### config.mk
export PLATFORM = sky130hd
export DESIGN_NAME = ltc_cell
export DESIGN_NICKNAME = d
export VERILOG_FILES = /design/src/hdl/ltc_cell.sv
export SDC_FILE = /design/constraint.sdc
export NUM_CORES = 1
export LEC_CHECK = 0
export BUFFER_PORTS_ARGS = -buffer_cell sky130_fd_sc_hd__buf_4
export CAP_MARGIN = 20
export CORE_AREA = 2 2 39 41
export CTS_CLUSTER_SIZE = 20
export DETAILED_ROUTE_END_ITERATION = 7
export DIE_AREA = 0 0 41 43
export PLACE_DENSITY = 0.58
export SYNTH_ARGS = -nofsm -noshare
export SYNTH_HDL_FRONTEND = slang
export SYNTH_SLANG_ARGS = --single-unit
### constraint.sdc
create_clock -name clk -period 1.31 [get_ports clk]
set_input_delay 0.262 -clock clk [delete_from_list [all_inputs] [get_ports clk]]
set_output_delay 0.262 -clock clk [all_outputs]
set_load 0.02 [all_outputs]
### src/hdl/ltc_cell.sv
module ltc_cell #(
  parameter int W = 8
) (
  input  logic         clk,
  input  logic         rst,
  input  logic         run,
  input  logic [W-1:0] d,
  output logic [W-1:0] q
);
  always_ff @(posedge clk) begin
    if (rst) begin
      q <= '0;
    end else if (run) begin
      q <= d;
    end
  end
endmodule

# Word-level counts from Yosys, hierarchy flattened
# Index checks and enable logic that the tools add are counted.
word_totals:
  ff_bits: 8
  inputBits: 11
  output_inout_bits: 8
  wordCells: 1

# Logic depth before layout (Yosys ltp)
logic_depth:
  word_depth: 0
  depth_mapped: 3
  mapped_depth_nobuf: 2

# Worst setup path after synthesis
# Ideal clock, no wire load.
synth_timing:
  kind: "input-to-reg"
  from: "in run"
  to: "reg q[0]"
  setup_ns: 0.124
  t_arrival_ns: 0.596
  required_ns: 1.186
  path_slack_ns: 0.590
  stages: 3
  n_path_buf: 1
  path_cell_list: "buf_6 mux2i_1 nor2_1"
synth_lines:
  columns: ["item", "line_no", "source"]
  rows:
  - ["start: declaration", "6", "input logic run,"]
  - ["end signal: assignment", "12", "q <= '0;"]
  - ["end signal: assignment", "14", "q <= d;"]
  - ["end: declaration", "8", "output logic [W-1:0] q"]

# Final worst setup path
layout_timing:
  from: "reg q[1]"
  to: "out q[1]"
# No word-level cell between the ends.

==> flow_results.org <==
** Run status
- The flow ran to the end, and the final reports show no timing, DRC or antenna violations.

** Finish
- The repair_antennas step left the layout with diodes totalling 0.
- The register with the most flip-flops in the final layout is q.
- Most frequent cells in the layout :: sky130_fd_sc_hd__buf_4 (18), sky130_fd_sc_hd__mux2i_1 (8), sky130_fd_sc_hd__nor2_1 (8), sky130_fd_sc_hd__dfxtp_1 (8), sky130_fd_sc_hd__clkbuf_4 (3)
- Largest register FFs :: 8
- Layout cells sized above 1 :: 46.7%
- Layout Utilization :: 32.4%
- Layout-stage area growth over the synthesis result :: 57.0%
- The final layout contains 58 nets.
- Most common library cell in the layout ignoring fill and taps :: sky130_fd_sc_hd__buf_4
- Registers with the highest flip-flop counts :: q x8

** Clock tree
- CTS Root Cell :: sky130_fd_sc_hd__clkbuf_4
- Cts-stage hold buffer count :: 0
- Total clock buffers created by CTS :: 3
- For this design, the sink count on the clock tree is 8.
- After clock tree synthesis, the clock-pin slew on the worst setup and hold paths is 0.05 ns.
- No sink is reached through more buffers than the 2 on the longest clock path.
- Post-CTS Setup Inserts :: 0
- TritonCTS built the clock tree.
- The later pin in the worst-skew pair is clocked with a latency of 0.24 ns.
- CTS built an H-tree with a depth of 1.
- Cts repair resizes :: 0

** Power
- The analysis attributes to cell leakage a power of 0.232 nW.
- Power spread over the standard cell area amounts to 1200 nW/um^2.
- Maximum vdd ir drop :: 421 uV

** Yosys
- Summing the areas of all compound-gate instances in the mapped netlist gives 0% of the synthesized area.
- Largest family of logic cells by synthesized area :: multiplexers
- Summing the areas of all fa, ha and maj instances in the mapped netlist gives 0% of the synthesized area.
- Number of warnings printed during yosys synthesis :: 0
- After synthesis the cells add up to roughly 290 sq um.
- Of the total synthesized cell area, the portion taken by XOR and XNOR cells is 0%.
- Number of library cell types mapped by synthesis :: 5
- The synthesized netlist devotes 10.5% of its cell area to simple gates.
- Mux share of post-synthesis cell area :: between 20% and 30%
- Sequential cells were found to cover 56.1% of the synthesized design area.
- Synthesis inferred 8 register bits.
- Synthesized Nets :: 37
- The cell count after synthesis came out at 26.
- Synthesized area divided by synthesized cell count :: 11.0 sq um

** Worst setup path
- The worst register-to-register path begins at q[3].
- Of all nets on the critical path, the largest fanout is 2.
- STA puts the critical path data arrival time at ~0.72 ns.
- In this run the number of cells on the critical path is 1.
- The most critical setup path has its endpoint at q[1].
- The number of cells on the worst reg-to-reg path is 2.
- Required arrival time at the worst endpoint :: 1.05 ns
- The endpoint identified for the worst register-to-register timing path is q[3].
- Category of the critical setup timing path :: reg -> out
- Worst R2R Setup Slack :: 0.72 ns
- Buffer and inverter count on the worst path :: 1
- Worst setup path startpoint :: q[1]
- Broken down by cell family, the worst path's largest delay share belongs to flip-flops.
- Crit path cell chain :: buf_4
- Category of the worst setup path capture point :: output pin
- The worst setup path is launched from a register.
- In this design, the stage delay of the slowest critical-path cell is ~0.33 ns.
- Critical path's slowest cell :: sky130_fd_sc_hd__dfxtp_1

** Floorplan
- DIE WIDTH :: 41 um
- The initialized floorplan defines 14 standard-cell rows.
- In this run the vertical extent of the chip is 43 um.
- 19 I/O pins were placed.
- The die covers 1760 sq um.
- For this configuration, the core starts out at a cell density of 20.6%.
- Placeable core region :: 1380 sq um

** Drt
- Routed wire length :: about 600 um
- First-pass detailed-route iteration total :: 2
- Via count :: 239
- In the final routed layout, each cell accounts on average for ~9.8 um.
- Number of violations reported at the end of detailed-routing iteration 0 :: 3
- Routed Antenna Nets :: 0
- Dividing the detail-routed via count by the number of cells gives between 3 and 4.
- Residual DRC :: 0

** STA
- Headroom to the max-slew limit came out at between 90% and 100%.
- Post-Route Skew :: 0 ns
- Static timing analysis puts the maximum clock frequency at 1020 MHz.
- Number of hold violations in the final report :: 0
- Post-route fraction of the period consumed by the critical path :: 74.9%
- Min cycle time layout :: 0.982 ns
- The count of pins over their slew limit was 0.
- RSZ-0062 raised after global routing :: no
- For the pin with the worst max-slew slack, the measured transition is 0.123 ns.
- Sum of negative setup slack :: 0 ns
- Setup violations remaining at the end of the flow were counted as 0.

** GRT
- Initial antenna violation count :: 0
- Met3 Resource Use GR :: 3.14%
- Vias in the first global route :: between 200 and 250
- Entering global routing, the biggest net connects 9 pins.
- The first global-routing pass estimated 772 um of wire.
- In the global route stage, overall resource usage came out at 6.84%.
- Overall overflow remaining after global route :: 0
- Met1 layer usage reported by global route :: approximately 8.1%
- Routing layer with the top usage in global route :: met2
- Met2 capacity usage during global routing :: 8.75%

** Place
- The congestion estimate from routability-driven global placement came to 0.524.
- Half-perimeter wire length after placement :: around 460 um
- Input and output buffers added on the ports amount to 18.

** Job
- Across the run, the number of max-cap violations was 0.

** Min path
- Hold Path Class :: in -> reg
Yosys cell counts, drive strengths merged:
cell	count	share of area (%)
dfxtp	8	56
mux2i	8	28
nor2	8	11
buf	2	5.3
final cells by class:
cell class                 count  area, sq um
sequential                     8          160
fill                         153          936
timing repair buffer          18          135
clock buffer                   3         22.5
tap                           16         20.0
multi-input combinational     16          110
stage by stage:
stage	instances	power [mW]	setup WS, ns	instance area [sq um]	hold slack [ns]
finish	61	0.539	0.328	448	0.241
global route	61	0.566	0.295	448	0.244
CTS	61	0.553	0.319	448	0.237
detailed placement	58	0.365	0.504	425	0.481
global placement	58	0.364	0.522	425	0.475
floorplan	26	0.319	0.590	285	0.409
worst reg2reg max path: stages (launching register included):
cell and delay [ns]:
sky130_fd_sc_hd__dfxtp_1 0.31, sky130_fd_sc_hd__mux2i_1 0.12, sky130_fd_sc_hd__nor2_1 0.05
metal layers:
metal,vias to the layer above,wire length (um)
li1,124,-
met1,105,265
met2,10,272
met3,0,58
met4,0,0
met5,-,0
worst min path at each step:
stage / start / end / slack (ns) / cells after the start
floorplan: d[0] / q[0] / 0.41 / 2
global placement: q[3] / q[3] / 0.47 / 2
detailed placement: q[5] / q[5] / 0.48 / 2
CTS: rst / q[5] / 0.24 / 2
global route: rst / q[1] / 0.24 / 2
finish: rst / q[5] / 0.24 / 2
report_power, final:
part           switching, mW  total, mW  internal [mW]
logic                 0.0430     0.0932         0.0502
clock network         0.0765      0.181          0.104
registers            0.00701      0.265          0.258
cell families after synthesis:
logic type	Yosys count
mux	8
flops	8
buf+inv	2
simple gates	8
(Power assumes the default switching activity.)
